`src/rtl/core/bst_pkg.sv`:
```
// Package with the types, codes and constants of the battery session tracker.
package bst_pkg;

  // Number of record words that a closed session sends out.
  localparam int RECORD_WORDS = 19;
  localparam int QUEUE_DEPTH = 2;
  // The charge word is the accumulator over 7200. It saturates from 7200 * 2^32 upward,
  // and below that it is (accumulator >> 5) / 225.
  localparam logic [63:0] CHARGE_SAT = 64'h0000_1C20_0000_0000;
  localparam logic [8:0]  CHARGE_DIV_ODD = 9'd225;
  localparam logic [47:0] SUM_MAX = 48'h7FFF_FFFF_FFFF;
  localparam logic [47:0] SUM_MIN = 48'h8000_0000_0000;

  // Configuration register indexes.
  localparam logic [1:0] CFG_DISCHARGE_THRESHOLD = 2'd0;
  localparam logic [1:0] CFG_TEMP_LIMIT = 2'd1;
  localparam logic [1:0] CFG_ENOUGH_SAMPLES = 2'd2;
  localparam logic [1:0] CFG_SOC_SWING = 2'd3;

  // Record word indexes.
  localparam logic [4:0] W_ID = 5'd0;
  localparam logic [4:0] W_TYPE = 5'd1;
  localparam logic [4:0] W_START_TIME = 5'd2;
  localparam logic [4:0] W_END_TIME = 5'd3;
  localparam logic [4:0] W_START_SOC = 5'd4;
  localparam logic [4:0] W_END_SOC = 5'd5;
  localparam logic [4:0] W_START_MV = 5'd6;
  localparam logic [4:0] W_END_MV = 5'd7;
  localparam logic [4:0] W_MIN_MV = 5'd8;
  localparam logic [4:0] W_MAX_MV = 5'd9;
  localparam logic [4:0] W_MIN_TEMP = 5'd10;
  localparam logic [4:0] W_MAX_TEMP = 5'd11;
  localparam logic [4:0] W_MIN_MA = 5'd12;
  localparam logic [4:0] W_MAX_MA = 5'd13;
  localparam logic [4:0] W_AVG_TEMP = 5'd14;
  localparam logic [4:0] W_AVG_MA = 5'd15;
  localparam logic [4:0] W_CHARGE = 5'd16;
  localparam logic [4:0] W_COUNT = 5'd17;
  localparam logic [4:0] W_FLAGS = 5'd18;

  // Quality flag bits.
  localparam int FLAG_GAUGE = 0;
  localparam int FLAG_TEMP = 2;
  localparam int FLAG_ENOUGH = 3;
  localparam int FLAG_SOC = 4;
  localparam logic [4:0] FLAGS_OPEN = 5'b00111;

  typedef enum logic [1:0] {
    SES_IDLE      = 2'd0,
    SES_CHARGE    = 2'd1,
    SES_DISCHARGE = 2'd2
  } ses_type_t;

  typedef enum logic [3:0] {
    ST_IDLE,
    ST_UPD_MUL,
    ST_UPD_ACC,
    ST_DIV_TEMP,
    ST_DIV_CUR,
    ST_EMIT,
    ST_OPEN,
    ST_STATUS
  } back_state_t;

  typedef struct packed {
    logic               action;
    logic [31:0]        time_ms;
    logic [6:0]         soc_pct;
    logic [15:0]        voltage_mv;
    logic signed [11:0] temperature_dc;
    logic signed [15:0] current_ma;
    logic               charging;
    logic               gauge_valid;
  } in_t;

  typedef struct packed {
    logic        is_record_word;
    logic [4:0]  word_index;
    logic [31:0] word_value;
    logic [1:0]  start_event;
    logic        charge_ended;
    logic        session_active;
    logic        last;
  } out_t;

  // An item in the queue together with the class the front gave it.
  typedef struct packed {
    in_t       item;
    ses_type_t cls;
  } q_item_t;

  // Configuration that the back part reads.
  typedef struct packed {
    logic signed [11:0] temp_limit_dc;
    logic [15:0]        enough_samples;
    logic [6:0]         soc_swing_pct;
  } cfg_t;

  // Request to the divider.
  typedef struct packed {
    logic        start;
    logic [63:0] dividend;
    logic [31:0] divisor;
  } div_req_t;

endpackage

```
`src/rtl/core/bst_front.sv`:
```
// Front part: configuration registers, sample classification and the item queue.
module bst_front (
  input  logic             clk,
  input  logic             rst,
  input  logic             cfg_we,
  input  logic [1:0]       cfg_index,
  input  logic [15:0]      cfg_data,
  input  logic             in_valid,
  output logic             in_ready,
  input  bst_pkg::in_t     in_item,
  output logic             q_valid,
  output bst_pkg::q_item_t q_data,
  input  logic             q_pop,
  output bst_pkg::cfg_t    cfg
);

  logic signed [15:0] threshold;
  bst_pkg::q_item_t   slots [bst_pkg::QUEUE_DEPTH];
  logic               wr_ptr;
  logic               rd_ptr;
  logic [1:0]         fill;
  logic               push;
  bst_pkg::ses_type_t cls;

  // Configuration writes.
  always_ff @(posedge clk) begin
    if (rst) begin
      threshold <= -16'sd50;
      cfg.temp_limit_dc <= 12'sd450;
      cfg.enough_samples <= 16'd10;
      cfg.soc_swing_pct <= 7'd10;
    end else if (cfg_we) begin
      unique case (cfg_index)
        bst_pkg::CFG_DISCHARGE_THRESHOLD: threshold <= cfg_data;
        bst_pkg::CFG_TEMP_LIMIT: cfg.temp_limit_dc <= cfg_data[11:0];
        bst_pkg::CFG_ENOUGH_SAMPLES: cfg.enough_samples <= cfg_data;
        bst_pkg::CFG_SOC_SWING: cfg.soc_swing_pct <= cfg_data[6:0];
      endcase
    end
  end

  // Class of the incoming sample.
  always_comb begin
    if (in_item.charging) begin
      cls = bst_pkg::SES_CHARGE;
    end else if (in_item.current_ma < threshold) begin
      cls = bst_pkg::SES_DISCHARGE;
    end else begin
      cls = bst_pkg::SES_IDLE;
    end
  end

  assign in_ready = (fill != 2'(bst_pkg::QUEUE_DEPTH));
  assign push = in_valid && in_ready;
  assign q_valid = (fill != 2'd0);
  assign q_data = slots[rd_ptr];

  // Two-entry queue toward the back part.
  always_ff @(posedge clk) begin
    if (push) begin
      slots[wr_ptr] <= '{item: in_item, cls: cls};
    end
    if (rst) begin
      wr_ptr <= 1'b0;
      rd_ptr <= 1'b0;
      fill <= 2'd0;
    end else begin
      if (push) wr_ptr <= ~wr_ptr;
      if (q_pop) rd_ptr <= ~rd_ptr;
      fill <= fill + 2'(push) - 2'(q_pop);
    end
  end

endmodule

```
`src/rtl/core/bst_div.sv`:
```
// Restoring divider, 64-bit dividend by 32-bit divisor, one quotient bit per cycle.
module bst_div (
  input  logic              clk,
  input  logic              rst,
  input  bst_pkg::div_req_t req,
  output logic              done,
  output logic [63:0]       quotient
);

  logic [31:0] divisor;
  logic [32:0] rem;
  logic [32:0] rem_sh;
  logic [6:0]  steps;
  logic        busy;

  assign rem_sh = {rem[31:0], quotient[63]};

  always_ff @(posedge clk) begin
    if (rst) begin
      busy <= 1'b0;
      done <= 1'b0;
      steps <= 7'd0;
    end else begin
      done <= 1'b0;
      if (req.start) begin
        busy <= 1'b1;
        steps <= 7'd0;
      end else if (busy) begin
        steps <= steps + 7'd1;
        if (steps == 7'd63) begin
          busy <= 1'b0;
          done <= 1'b1;
        end
      end
    end
    // One shift and conditional subtract per cycle.
    if (req.start) begin
      divisor <= req.divisor;
      rem <= 33'd0;
      quotient <= req.dividend;
    end else if (busy) begin
      if (rem_sh >= {1'b0, divisor}) begin
        rem <= rem_sh - {1'b0, divisor};
        quotient <= {quotient[62:0], 1'b1};
      end else begin
        rem <= rem_sh;
        quotient <= {quotient[62:0], 1'b0};
      end
    end
  end

endmodule

```
`src/rtl/core/bst_back.sv`:
```
// Back part: session state, update and close sequencer, and the output register.
module bst_back (
  input  logic             clk,
  input  logic             rst,
  input  bst_pkg::cfg_t    cfg,
  input  logic             q_valid,
  input  bst_pkg::q_item_t q_data,
  output logic             q_pop,
  output logic             out_valid,
  input  logic             out_ready,
  output bst_pkg::out_t    out_item
);

  bst_pkg::back_state_t state, state_next;

  // Session state.
  logic               active;
  bst_pkg::ses_type_t ses_type;
  logic [31:0]        next_id;
  logic [31:0]        cur_id;
  logic [31:0]        t_start, t_end;
  logic [6:0]         soc_start, soc_end;
  logic [15:0]        mv_start, mv_end, mv_min, mv_max;
  logic signed [11:0] temp_min, temp_max;
  logic signed [15:0] ma_min, ma_max;
  logic signed [47:0] temp_sum, cur_sum;
  logic [31:0]        count;
  logic [63:0]        charge_acc;
  logic [31:0]        prev_time;
  logic signed [15:0] prev_ma;
  logic [4:0]         flags;

  // Item in work and its sequencing.
  bst_pkg::q_item_t   cur;
  logic               do_open;
  logic               ended;
  logic [1:0]         start_ev;
  logic [4:0]         widx;
  logic [48:0]        product;
  logic               t_grows;
  logic [31:0]        avg_temp, avg_cur, charge_word;

  // Charge word division by a constant.
  logic [39:0]        chg_num;
  logic [7:0]         chg_rem;
  logic [2:0]         chg_steps;
  logic               chg_sat;
  logic [7:0]         chg_rem_n;
  logic [7:0]         chg_qbits;
  logic [8:0]         chg_trial;

  // Combinational control.
  logic               take;
  logic               load_rec, load_status;
  logic               do_update, do_opening, close_done;
  logic               latch_item, start_close;
  logic               out_free;
  bst_pkg::div_req_t  dreq;
  logic               div_done;
  logic [63:0]        div_q;

  bst_div u_div (
    .clk      (clk),
    .rst      (rst),
    .req      (dreq),
    .done     (div_done),
    .quotient (div_q)
  );

  assign out_free = !out_valid || out_ready;

  // Magnitudes of the sums; half the count is added to them in the divider request, for rounding to nearest.
  logic [47:0] temp_mag, cur_mag;
  assign temp_mag = temp_sum[47] ? 48'(-temp_sum) : 48'(temp_sum);
  assign cur_mag = cur_sum[47] ? 48'(-cur_sum) : 48'(cur_sum);

  // Next state, divider requests and strobes.
  always_comb begin
    state_next = state;
    take = 1'b0;
    latch_item = 1'b0;
    start_close = 1'b0;
    load_rec = 1'b0;
    load_status = 1'b0;
    do_update = 1'b0;
    do_opening = 1'b0;
    close_done = 1'b0;
    dreq = '{start: 1'b0, dividend: 64'd0, divisor: count};
    unique case (state)
      bst_pkg::ST_IDLE: begin
        if (q_valid) begin
          take = 1'b1;
          latch_item = 1'b1;
          if (q_data.item.action) begin
            start_close = active;
            state_next = active ? bst_pkg::ST_DIV_TEMP : bst_pkg::ST_STATUS;
          end else if (!active || ses_type != q_data.cls) begin
            start_close = active;
            state_next = active ? bst_pkg::ST_DIV_TEMP : bst_pkg::ST_OPEN;
          end else begin
            state_next = bst_pkg::ST_UPD_MUL;
          end
          if (start_close) begin
            dreq.start = 1'b1;
            dreq.dividend = 64'({1'b0, temp_mag} + 49'(count[31:1]));
          end
        end
      end
      bst_pkg::ST_UPD_MUL: state_next = bst_pkg::ST_UPD_ACC;
      bst_pkg::ST_UPD_ACC: begin
        do_update = 1'b1;
        state_next = bst_pkg::ST_STATUS;
      end
      bst_pkg::ST_DIV_TEMP: begin
        if (div_done) begin
          dreq.start = 1'b1;
          dreq.dividend = 64'({1'b0, cur_mag} + 49'(count[31:1]));
          state_next = bst_pkg::ST_DIV_CUR;
        end
      end
      bst_pkg::ST_DIV_CUR: begin
        if (div_done) state_next = bst_pkg::ST_EMIT;
      end
      bst_pkg::ST_EMIT: begin
        if (out_free) begin
          load_rec = 1'b1;
          if (widx == 5'(bst_pkg::RECORD_WORDS - 1)) begin
            close_done = 1'b1;
            state_next = do_open ? bst_pkg::ST_OPEN : bst_pkg::ST_STATUS;
          end
        end
      end
      bst_pkg::ST_OPEN: begin
        do_opening = 1'b1;
        state_next = bst_pkg::ST_STATUS;
      end
      bst_pkg::ST_STATUS: begin
        if (out_free) begin
          load_status = 1'b1;
          state_next = bst_pkg::ST_IDLE;
        end
      end
      default: state_next = bst_pkg::ST_IDLE;
    endcase
  end

  assign q_pop = take;

  always_ff @(posedge clk) begin
    if (rst) state <= bst_pkg::ST_IDLE;
    else state <= state_next;
  end

  // Record word selection.
  logic [31:0] word;
  logic [6:0]  soc_gap;
  logic [4:0]  close_flags;
  always_comb begin
    soc_gap = (soc_start > soc_end) ? soc_start - soc_end : soc_end - soc_start;
    close_flags = flags;
    if (count > 32'(cfg.enough_samples)) close_flags[bst_pkg::FLAG_ENOUGH] = 1'b1;
    if (soc_gap >= cfg.soc_swing_pct) close_flags[bst_pkg::FLAG_SOC] = 1'b1;
    unique case (widx)
      bst_pkg::W_ID: word = cur_id;
      bst_pkg::W_TYPE: word = 32'(ses_type);
      bst_pkg::W_START_TIME: word = t_start;
      bst_pkg::W_END_TIME: word = t_end;
      bst_pkg::W_START_SOC: word = 32'(soc_start);
      bst_pkg::W_END_SOC: word = 32'(soc_end);
      bst_pkg::W_START_MV: word = 32'(mv_start);
      bst_pkg::W_END_MV: word = 32'(mv_end);
      bst_pkg::W_MIN_MV: word = 32'(mv_min);
      bst_pkg::W_MAX_MV: word = 32'(mv_max);
      bst_pkg::W_MIN_TEMP: word = {{20{temp_min[11]}}, temp_min};
      bst_pkg::W_MAX_TEMP: word = {{20{temp_max[11]}}, temp_max};
      bst_pkg::W_MIN_MA: word = {{16{ma_min[15]}}, ma_min};
      bst_pkg::W_MAX_MA: word = {{16{ma_max[15]}}, ma_max};
      bst_pkg::W_AVG_TEMP: word = avg_temp;
      bst_pkg::W_AVG_MA: word = avg_cur;
      bst_pkg::W_CHARGE: word = charge_word;
      bst_pkg::W_COUNT: word = count;
      bst_pkg::W_FLAGS: word = 32'(close_flags);
      default: word = 32'd0;
    endcase
  end

  // Charge word: eight long-division steps by 225 per cycle, started at the close start and done
  // well before the record words go out.
  always_comb begin
    chg_rem_n = chg_rem;
    chg_qbits = 8'd0;
    chg_trial = 9'd0;
    for (int b = 0; b < 8; b++) begin
      chg_trial = {chg_rem_n, chg_num[39 - b]};
      if (chg_trial >= bst_pkg::CHARGE_DIV_ODD) begin
        chg_rem_n = 8'(chg_trial - bst_pkg::CHARGE_DIV_ODD);
        chg_qbits[7 - b] = 1'b1;
      end else begin
        chg_rem_n = chg_trial[7:0];
      end
    end
  end

  always_ff @(posedge clk) begin
    if (rst) begin
      chg_steps <= 3'd0;
    end else if (start_close) begin
      chg_num <= charge_acc[44:5];
      chg_rem <= 8'd0;
      chg_sat <= (charge_acc >= bst_pkg::CHARGE_SAT);
      chg_steps <= 3'd5;
    end else if (chg_steps != 3'd0) begin
      chg_num <= {chg_num[31:0], chg_qbits};
      chg_rem <= chg_rem_n;
      chg_steps <= chg_steps - 3'd1;
    end
  end

  assign charge_word = chg_sat ? 32'hFFFF_FFFF : chg_num[31:0];

  // Update arithmetic for a sample of the running session.
  logic signed [16:0] pair_sum;
  logic [16:0]        pair_mag;
  logic [31:0]        dt;
  logic signed [48:0] tsum_w, csum_w;
  logic signed [47:0] tsum_n, csum_n;
  logic [64:0]        acc_w;
  logic signed [11:0] tmax_n;
  always_comb begin
    pair_sum = 17'(prev_ma) + 17'(cur.item.current_ma);
    pair_mag = pair_sum[16] ? 17'(-pair_sum) : 17'(pair_sum);
    dt = cur.item.time_ms - prev_time;
    tsum_w = 49'(temp_sum) + 49'(cur.item.temperature_dc);
    csum_w = 49'(cur_sum) + 49'(cur.item.current_ma);
    if (tsum_w > 49'(signed'(bst_pkg::SUM_MAX))) tsum_n = bst_pkg::SUM_MAX;
    else if (tsum_w < 49'(signed'(bst_pkg::SUM_MIN))) tsum_n = bst_pkg::SUM_MIN;
    else tsum_n = tsum_w[47:0];
    if (csum_w > 49'(signed'(bst_pkg::SUM_MAX))) csum_n = bst_pkg::SUM_MAX;
    else if (csum_w < 49'(signed'(bst_pkg::SUM_MIN))) csum_n = bst_pkg::SUM_MIN;
    else csum_n = csum_w[47:0];
    acc_w = {1'b0, charge_acc} + 65'(product);
    tmax_n = (cur.item.temperature_dc > temp_max) ? cur.item.temperature_dc : temp_max;
  end

  // Sequencer registers.
  always_ff @(posedge clk) begin
    if (latch_item) begin
      cur <= q_data;
      widx <= 5'd0;
      if (q_data.item.action) begin
        do_open <= 1'b0;
        start_ev <= 2'(bst_pkg::SES_IDLE);
      end else begin
        do_open <= 1'b1;
        // Only a sample that opens a session reports a start event.
        start_ev <= (!active || ses_type != q_data.cls) ? q_data.cls : bst_pkg::SES_IDLE;
      end
      ended <= active && (ses_type == bst_pkg::SES_CHARGE) &&
               (q_data.item.action || ses_type != q_data.cls);
    end
    if (state == bst_pkg::ST_UPD_MUL) begin
      product <= 49'(pair_mag) * 49'(dt);
      t_grows <= cur.item.time_ms > prev_time;
    end
    if (state == bst_pkg::ST_DIV_TEMP && div_done) begin
      avg_temp <= temp_sum[47] ? 32'(-div_q[31:0]) : div_q[31:0];
    end
    if (state == bst_pkg::ST_DIV_CUR && div_done) begin
      avg_cur <= cur_sum[47] ? 32'(-div_q[31:0]) : div_q[31:0];
    end
    if (load_rec) widx <= widx + 5'd1;
  end

  // Session state.
  always_ff @(posedge clk) begin
    if (rst) begin
      active <= 1'b0;
      ses_type <= bst_pkg::SES_IDLE;
      next_id <= 32'd1;
      cur_id <= 32'd0;
      t_start <= 32'd0;
      t_end <= 32'd0;
      soc_start <= 7'd0;
      soc_end <= 7'd0;
      mv_start <= 16'd0;
      mv_end <= 16'd0;
      mv_min <= 16'd0;
      mv_max <= 16'd0;
      temp_min <= 12'sd0;
      temp_max <= 12'sd0;
      ma_min <= 16'sd0;
      ma_max <= 16'sd0;
      temp_sum <= 48'sd0;
      cur_sum <= 48'sd0;
      count <= 32'd0;
      charge_acc <= 64'd0;
      prev_time <= 32'd0;
      prev_ma <= 16'sd0;
      flags <= 5'd0;
    end else begin
      // Update of a running session.
      if (do_update) begin
        t_end <= cur.item.time_ms;
        soc_end <= cur.item.soc_pct;
        mv_end <= cur.item.voltage_mv;
        if (cur.item.voltage_mv < mv_min) mv_min <= cur.item.voltage_mv;
        if (cur.item.voltage_mv > mv_max) mv_max <= cur.item.voltage_mv;
        if (cur.item.temperature_dc < temp_min) temp_min <= cur.item.temperature_dc;
        temp_max <= tmax_n;
        if (cur.item.current_ma < ma_min) ma_min <= cur.item.current_ma;
        if (cur.item.current_ma > ma_max) ma_max <= cur.item.current_ma;
        temp_sum <= tsum_n;
        cur_sum <= csum_n;
        if (count != 32'hFFFF_FFFF) count <= count + 32'd1;
        if (t_grows) charge_acc <= acc_w[64] ? 64'hFFFF_FFFF_FFFF_FFFF : acc_w[63:0];
        prev_time <= cur.item.time_ms;
        prev_ma <= cur.item.current_ma;
        flags <= flags & ~(5'(tmax_n > cfg.temp_limit_dc) << bst_pkg::FLAG_TEMP)
                       & ~(5'(!cur.item.gauge_valid) << bst_pkg::FLAG_GAUGE);
      end

      // Opening of a new session with the current sample.
      if (do_opening) begin
        active <= 1'b1;
        cur_id <= next_id;
        next_id <= next_id + 32'd1;
        ses_type <= cur.cls;
        t_start <= cur.item.time_ms;
        t_end <= cur.item.time_ms;
        soc_start <= cur.item.soc_pct;
        soc_end <= cur.item.soc_pct;
        mv_start <= cur.item.voltage_mv;
        mv_end <= cur.item.voltage_mv;
        mv_min <= cur.item.voltage_mv;
        mv_max <= cur.item.voltage_mv;
        temp_min <= cur.item.temperature_dc;
        temp_max <= cur.item.temperature_dc;
        ma_min <= cur.item.current_ma;
        ma_max <= cur.item.current_ma;
        temp_sum <= 48'(cur.item.temperature_dc);
        cur_sum <= 48'(cur.item.current_ma);
        count <= 32'd1;
        charge_acc <= 64'd0;
        prev_time <= cur.item.time_ms;
        prev_ma <= cur.item.current_ma;
        flags <= bst_pkg::FLAGS_OPEN &
                 ~(5'(cur.item.temperature_dc > cfg.temp_limit_dc) << bst_pkg::FLAG_TEMP);
      end

      if (close_done) active <= 1'b0;
    end
  end

  // Output register.
  always_ff @(posedge clk) begin
    if (load_rec) begin
      out_item <= '{is_record_word: 1'b1, word_index: widx, word_value: word,
                    start_event: 2'd0, charge_ended: 1'b0, session_active: 1'b0,
                    last: 1'b0};
    end else if (load_status) begin
      out_item <= '{is_record_word: 1'b0, word_index: 5'd0, word_value: 32'd0,
                    start_event: start_ev, charge_ended: ended,
                    session_active: active, last: 1'b1};
    end
    if (rst) out_valid <= 1'b0;
    else if (load_rec || load_status) out_valid <= 1'b1;
    else if (out_ready) out_valid <= 1'b0;
  end

endmodule

```
`src/rtl/core/battery_session_tracker_core.sv`:
```
// Top level of the battery session tracker: front classifier, item queue and back sequencer.
// The block sorts each gauge sample as charging, discharging or idle, tracks the running
// session and, when a session closes, sends out its 19 record words before the status
// result that every item ends with. A sample that updates the running session passes the
// multiply and accumulate states of the back part, and one that opens a session with none
// running passes the open state. An item that closes a session waits on the shared divider,
// which gives one quotient bit per cycle, for each of the two averages in turn, then sends
// out the record words; the charge word comes from a short division by a constant that runs
// beside the averages. Output stalls hold the record words and the status. The two-entry
// queue lets the front take items while the back part works or waits on the output.
module battery_session_tracker_core (
  input  logic          clk,
  input  logic          rst,
  input  logic          cfg_we,
  input  logic [1:0]    cfg_index,
  input  logic [15:0]   cfg_data,
  input  logic          in_valid,
  output logic          in_ready,
  input  bst_pkg::in_t  in_item,
  output logic          out_valid,
  input  logic          out_ready,
  output bst_pkg::out_t out_item
);

  logic             q_valid;
  logic             q_pop;
  bst_pkg::q_item_t q_data;
  bst_pkg::cfg_t    cfg;

  bst_front u_front (
    .clk       (clk),
    .rst       (rst),
    .cfg_we    (cfg_we),
    .cfg_index (cfg_index),
    .cfg_data  (cfg_data),
    .in_valid  (in_valid),
    .in_ready  (in_ready),
    .in_item   (in_item),
    .q_valid   (q_valid),
    .q_data    (q_data),
    .q_pop     (q_pop),
    .cfg       (cfg)
  );

  bst_back u_back (
    .clk       (clk),
    .rst       (rst),
    .cfg       (cfg),
    .q_valid   (q_valid),
    .q_data    (q_data),
    .q_pop     (q_pop),
    .out_valid (out_valid),
    .out_ready (out_ready),
    .out_item  (out_item)
  );

endmodule

```
`config.mk`:
```
export PLATFORM = sky130hd
export DESIGN_NAME = battery_session_tracker_core
export DESIGN_NICKNAME = d
export VERILOG_FILES = /design/src/rtl/core/bst_pkg.sv /design/src/rtl/core/bst_front.sv /design/src/rtl/core/bst_div.sv /design/src/rtl/core/bst_back.sv /design/src/rtl/core/battery_session_tracker_core.sv
export SDC_FILE = /design/constraint.sdc
export NUM_CORES = 2
export LEC_CHECK = 0
export BUFFER_PORTS_ARGS = -buffer_cell sky130_fd_sc_hd__buf_4
export CORE_AREA = 2 2 412 414
export DETAILED_ROUTE_END_ITERATION = 10
export DIE_AREA = 0 0 414 416
export GPL_ROUTABILITY_DRIVEN = 0
export HOLD_SLACK_MARGIN = 0.03
export MAX_ROUTING_LAYER = met4
export PLACE_DENSITY = 0.68
export SLEW_MARGIN = 20
export SYNTH_ARGS = -nofsm -noshare
export SYNTH_HDL_FRONTEND = slang
export SYNTH_SLANG_ARGS = --single-unit
```
`constraint.sdc`:
```
create_clock -name clk -period 10.1 [get_ports clk]
set_input_delay 0.505 -clock clk [delete_from_list [all_inputs] [get_ports clk]]
set_output_delay 0.505 -clock clk [all_outputs]
set_load 0.05 [all_outputs]
```
; Word-level counts from Yosys, hierarchy flattened
; Memory sizes are Yosys's and may differ from the RTL's. A register that Yosys moved wholly into a read port is not among the register bits.
; Cells that the tools add are included.
; Widths: inputs -> output; s select.
[op_classes]
addsub = 29
mul = 1
div_mod_pow = 0
magnitude_cmp = 27
eq_ne = 39
n_shift = 0
mux = 124
bitwise = 10
n_reduce_logical = 51
[op_table]
columns = operator, count
row1 = $pmux 32 s19, 1
row2 = $mux 48, 10
row3 = $mux 16, 16
row4 = $mux 65, 3
row5 = $mux 32, 6
row6 = $mux 64, 3
row7 = $pmux 65 s2, 1
row8 = $add 48x31->49, 2
row9 = $gt 49x48->1 const B, 2
row10 = $lt 49x48->1 const B, 2
row11 = $neg 48->48, 2
row12 = $mux 42, 2
row13 = $mux 40, 2
row14 = $ge 9x8->1 const B, 8
row15 = $mux 12, 6
row16 = $mux 8, 9
row17 = $add 64x49->65, 1
row18 = $add 32x1->32 const B, 2
row19 = $ge 64x45->1 const B, 1
row20 = $sub 32x32->32, 2
row21 = $sub 8x8->8 const B, 8
row22 = $add 48x12->49, 1
row23 = $add 48x16->49, 1
row24 = $mul 17x32->49, 1
row25 = 58 further kinds, 189
[word_totals]
ff_bits = 979
latch_bits = 0
mem_bits_rw = 176
mem_bits_ro = 0
in_bits = 109
out_inout_bits = 45
elab_cells = 348
memories = 1
[memory_table]
columns = memory, depth, width, read_ports, rd_clocked_by_memory_dff, wr, line
row1 = u_front.slots, 2, 88, 1, 1, 1, bst_front.sv:18  ; bst_pkg::q_item_t slots [bst_pkg::QUEUE_DEPTH];

; Depth between registers and ports, before layout
[logic_depth]
depth_word = 18
mapped_depth = 55
mapped_depth_nobuf = 55

; Modules after synthesis
; A second synthesis with hierarchy kept.
[hier_totals]
cells_unflattened = 9134
area_unflattened_um2 = 84193.2
[modules_own_cells]
columns = mod, instances, cells_per_inst, area_per_inst_um2, seq_area_each_um2
row1 = bst_back, 1, 7911, 68186.6, 18647.9
row2 = bst_front, 1, 561, 8699.6, 6346.1
row3 = bst_div, 1, 662, 7307.0, 3703.6

; Least setup slack after synthesis
; No wires, ideal clock.
[synth_timing]
path_kind = reg2reg
start = reg u_back.cur[4] (netlist name)
end = reg u_back.product[47], data pin
setup_time_ns = 0.258
t_arrival_ns = 10.453
required_time_ns = 9.842
setup_slack_ns = -0.611
stages_incl_launch_ff = 52
n_path_buf = 2
period_less_slack_ns = 10.711
cell_sequence = edfxtp_1 > ha_1 > fa_1 > a21oi_1 > nor2_1 > nor2_1 > o21bai_1 > a21oi_1 > o21bai_1 > a21oi_1 > o21bai_1 > a21oi_1 > o21bai_1 > a21oi_1 > o21bai_1 > a21oi_1 > nor2b_1 > nor3_1 > [16 not listed] > fa_1 > ha_1 > o211a_1 > o31ai_1 > a31oi_1 > o22ai_1 > o21ai_0 > o211ai_1 > a31o_2 > o2111a_1 > nor3_1 > a211o_1 > a31o_2 > a41oi_1 > a21oi_1 > a21o_1 > a21oi_1 > xnor2_1
[synth_via]
elab_chain_len = 4
[synth_lines]
columns = item, line
row1 = "start, declared", bst_back.sv:34  ; bst_pkg::q_item_t cur;
row2 = "start signal, assigned", bst_back.sv:248  ; cur <= q_data;
row3 = $add 16x16->17 (*), bst_back.sv:230  ; pair_sum = 17'(prev_ma) + 17'(cur.item.current_ma);
row4 = $neg 17->17, bst_back.sv:231  ; pair_mag = pair_sum[16] ? 17'(-pair_sum) : 17'(pair_sum);
row5 = $mux 17 (*), bst_back.sv:231
row6 = $mul 17x32->49 (*), bst_back.sv:262  ; product <= 49'(pair_mag) * 49'(dt);
row7 = "end signal, assigned", bst_back.sv:262
row8 = "end, declared", bst_back.sv:39  ; logic [48:0] product;
; Every way passes the cells marked *; elsewhere a longest branch is shown, timed or not.
; A chain may end at the register's enable or synchronous reset.

; Worst setup path after layout
[layout_timing]
start = reg u_back.cur[4] (netlist name)
end = reg u_back.product[48], data pin
; The elaborated chain is that of the path after synthesis.

==> results_tabular.tex <==
\begin{tabular}{lr}
\hline
Metric & Value \\
\hline
\multicolumn{2}{l}{\textbf{STA}} \\
\quad Transition at the pin with the smallest max-transition slack & 1.26 ns \\
\quad Worst slew slack as a fraction of its limit & 15.3\% \\
\quad Final-report setup violation count & 6 \\
\quad Top achievable clock speed & 96.1 MHz \\
\quad Setup skew after layout & 0.0963 ns \\
\quad Post-layout min period & 10.41 ns \\
\quad Max-slew violation total from the final report & 0 \\
\quad Min setup slack post-route & -0.308 ns \\
\quad Ratio of final minimum period to clock period & 103\% \\
\quad RSZ-0062 raised after global routing & yes \\
\quad Final count of hold timing violations & 0 \\
\multicolumn{2}{l}{\textbf{Synthesis}} \\
\quad Leading area contributor after synthesis & edfxtp\_1 \\
\quad Synth cell types & 111 \\
\quad Count of synthesis-stage warnings from yosys & 0 \\
\quad Area share of the largest cell type after synthesis & 20.3\% \\
\quad Register area share after synthesis & 34.4\% \\
\quad Register bit total from synthesis & 1151 \\
\quad Fraction of registers with async set or reset after synthesis & 0\% \\
\quad Most instantiated flip-flop cell in the synthesis netlist & dfxtp\_1 \\
\quad Count of flip-flops with a built-in enable after synthesis & 565 \\
\quad Cell area after synthesis & 83500 µm² \\
\quad Leading post-synthesis cells by cell area & edfxtp\_1 (20\%), dfxtp\_1 (14\%), fa\_1 (11\%) \\
\quad Synth Instances & 9050 \\
\quad Total nets after synthesis & 10200 \\
\quad Syn avg cell area & 9.22 µm² \\
\multicolumn{2}{l}{\textbf{Routing}} \\
\quad Routed Wire Length & 258000 µm \\
\quad Length of the first detailed-routing pass in iterations & 10 \\
\quad Post-DR vias/cell & 5.94 \\
\quad Routed len/inst & 21.9 µm \\
\quad Number of design-rule violations left by the first detailed-router iteration & 6866 \\
\quad Detailed-route DRC error count & 0 \\
\quad Vias after detailed routing & 70100 \\
\quad Antenna Violating Nets Remaining & 0 \\
\multicolumn{2}{l}{\textbf{Setup path}} \\
\quad Biggest fanout along the worst timing path & 4 \\
\quad Largest stage delay, worst path & 0.59 ns \\
\quad Top delay family on crit path & adder cells \\
\quad CP Launch Type & flip-flop \\
\quad CP Buf/Inv Count & 9 \\
\quad Kind of critical path & flip-flop to flip-flop \\
\quad Category of the worst setup path capture point & flip-flop \\
\quad CP arrival & 10.96 ns \\
\quad CP max-delay cell & fa\_1 \\
\quad Most numerous cell on the critical path & fa\_1 \\
\quad Required arrival time at the worst endpoint & 10.66 ns \\
\multicolumn{2}{l}{\textbf{Clock tree}} \\
\quad Sinks on the clock net & 1151 \\
\quad TritonCTS Buffers & 121 \\
\quad Clock Path Buffers & 3 \\
\quad H-Tree Depth & 3 \\
\quad CTS tree & done \\
\quad Clock tree root driver cell & clkbuf\_16 \\
\quad Clock latency at the later pin of the worst-skew pair & 0.82 ns \\
\quad Clock slew at the register clock pins of the worst setup and hold paths & 0.07 ns \\
\multicolumn{2}{l}{\textbf{Floorplanning}} \\
\quad Boundary pin count & 154 \\
\quad Starting density of the core & 49.6\% \\
\quad Die area & 172000 µm² \\
\quad Placeable Area & 168000 µm² \\
\quad Horiz. Die Dim & 414 µm \\
\quad Die Y & 416 µm \\
\quad Number of rows created at floorplan & 151 \\
\multicolumn{2}{l}{\textbf{Global routing}} \\
\quad Wire length of the first global-routing pass & 396000 µm \\
\quad Vias in the first global route & 69400 \\
\quad Global-route usage over all layers & 30.1\% \\
\quad GR Overflow Total & 0 \\
\quad Antenna violations before repair & 13 \\
\quad Maximum number of pins on one net before global-route repair & 197 \\
\multicolumn{2}{l}{\textbf{Worst hold path}} \\
\quad Worst hold-check path type & input port to flip-flop \\
\multicolumn{2}{l}{\textbf{Final layout}} \\
\quad Relative area change from synthesis to final layout & 15.5\% \\
\quad Layout filler cell count & 14300 \\
\quad Final net count & 10600 \\
\quad Fraction of final layout cells with drive strength greater than 1 & 12.9\% \\
\quad Filler-free cell count of the finished design & 11800 \\
\multicolumn{2}{l}{\textbf{Place}} \\
\quad Count of input and output buffers & 153 \\
\quad DP Cell Count & 11400 \\
\quad Sum of net half-perimeters after detailed placement & 189000 µm \\
\multicolumn{2}{l}{\textbf{Run status}} \\
\quad Status & finished, violations left \\
\quad Violations in the final reports & setup timing \\
\multicolumn{2}{l}{\textbf{Run}} \\
\quad Max-cap check violation count & 0 \\
\hline
\end{tabular}
-- sequential cells by signal, indices dropped and copies added (netlist names), 32 cells and up, named ones only --
name	cells
u_back.u_div.quotient	64
u_back.avg_temp	32
u_back.cur_id	32
u_back.next_id	32
u_back.count	32
u_back.charge_acc	64
u_back.cur	86
u_back.t_start	32
u_front.cfg	35
u_back.t_end	32
u_back.out_item	43
u_front.slots	174
u_back.temp_sum	48
u_back.u_div.divisor	32
u_back.product	49
u_back.chg_num	40
u_back.cur_sum	48
u_back.avg_cur	32
u_back.u_div.rem	32
-- layer usage --
layer / track usage [%] / wire [µm] / vias up
met4: 15.6 / 15500 / 0
met2: 48.2 / 120000 / 3014
met1: 36.3 / 101000 / 34100
met5: - / 0 / -
li1: - / - / 32300
met3: 5.83 / 22000 / 738
-- final timing paths --
path | cells past startpoint | slack [ns] | to | startpoint
max reg2reg | 51 | -0.31 | u_back.product[48] | u_back.cur[4]
max | 51 | -0.31 | u_back.product[48] | u_back.cur[4]
min | 4 | 0.16 | u_front.cfg[4] | cfg_we
min reg2reg | 2 | 0.45 | u_back.out_item[2] | u_back.out_item[2]
-- area by class of cell --
cell class              instances  area [µm²]  area share [%]
diodes                          8        20.0          0.0208
clock buffers                 159        3400            3.53
clock inverters                73         895           0.928
inverters                     862        3240            3.36
multi-input cells            6646       51400            53.4
flip-flops and latches       1151       28700            29.8
well taps                    2218        2780            2.88
repair buffers                699        5900            6.12
-- synthesized netlist by cell type (17+ instances only) --
library cell and instances:
o21ai_0 405, inv_1 859, a211o_1 29, a31oi_1 47
or2_2 31, a2bb2oi_1 42, nand3_1 132, a41oi_1 29
mux2i_1 131, o21a_1 38, nor3_1 102, nor2b_1 172
a22o_1 23, or3_1 95, mux2_2 106, a222oi_1 52
and2_1 81, and3_1 74, a211oi_1 40, o31ai_1 57
edfxtp_1 565, a22oi_1 100, buf_1 27, nor2_1 501
a21boi_0 33, o211ai_1 17, nor4_1 41, dfxtp_1 586
ha_1 600, a21oi_1 693, or4_1 31, xor2_1 194
nand2b_1 102, clkbuf_1 357, nand2_1 1249, nand3b_1 19
o21bai_1 55, fa_1 459, nand4_1 70, a21o_1 137
o22ai_1 18, xnor2_1 363, a221oi_1 30
-- worst min-delay path: stages --
cell     delay [ns]
buf_4          0.10
nand3_1        0.16
nand2_1        0.12
a21oi_1        0.06
-- metrics by stage --
stage | hold slack [ns] | TNS, ns | util [%] | setup WS (ns) | area [µm²]
2_1_floorplan | 0.436 | 0 | - | 0.00256 | 83600
3_3_place_gp | 0.431 | -0.879 | 52.9 | -0.273 | 89000
3_5_place_dp | 0.442 | -2.49 | 52.9 | -0.539 | 89000
4_1_cts | 0.110 | -0.691 | 56.6 | -0.221 | 95200
5_1_grt | 0.185 | -4.89 | 57.3 | -0.761 | 96400
6_report | 0.163 | -1.22 | 57.3 | -0.308 | 96400
-- kinds of logic (layout without fill, tap and decap cells) --
family / after synthesis / after routing / share of synthesized area [%]
other: 0 / 8 / 0
muxes: 240 / 241 / 3.05
xor gates and xnor gates: 558 / 558 / 5.86
DFF: 1151 / 1151 / 34.4
AOI/OAI and AO/OA: 2034 / 2034 / 15.7
adders and majority gates: 1059 / 1059 / 20.0
buffers and inverters: 1254 / 1793 / 5.67
and+or+nand+nor: 2754 / 2754 / 15.3
-- layout by cell type (no fill, tap or decap), drive strengths merged, types with 160 or more instances in the layout --
master,n
xnor2,363
dfxtp,586
clkbuf,160
edfxtp,565
nor2b,172
a21oi,694
fa,459
nor2,502
nand2,1249
o21ai,415
xor2,195
inv,871
buf,595
ha,600
-- repair_timing --
item	4_1_cts	5_1_grt
cloned	2	1
hold buffers	103	0
buffers inserted	49	41
setup endpoints to repair	8	26
hold endpoints to repair	226	0
pin swaps	88	180
gates resized for setup	121	199
Power is left out: the tool's default activity adds up to more than one toggle a clock period on the data nets, which glitch-free logic cannot reach.
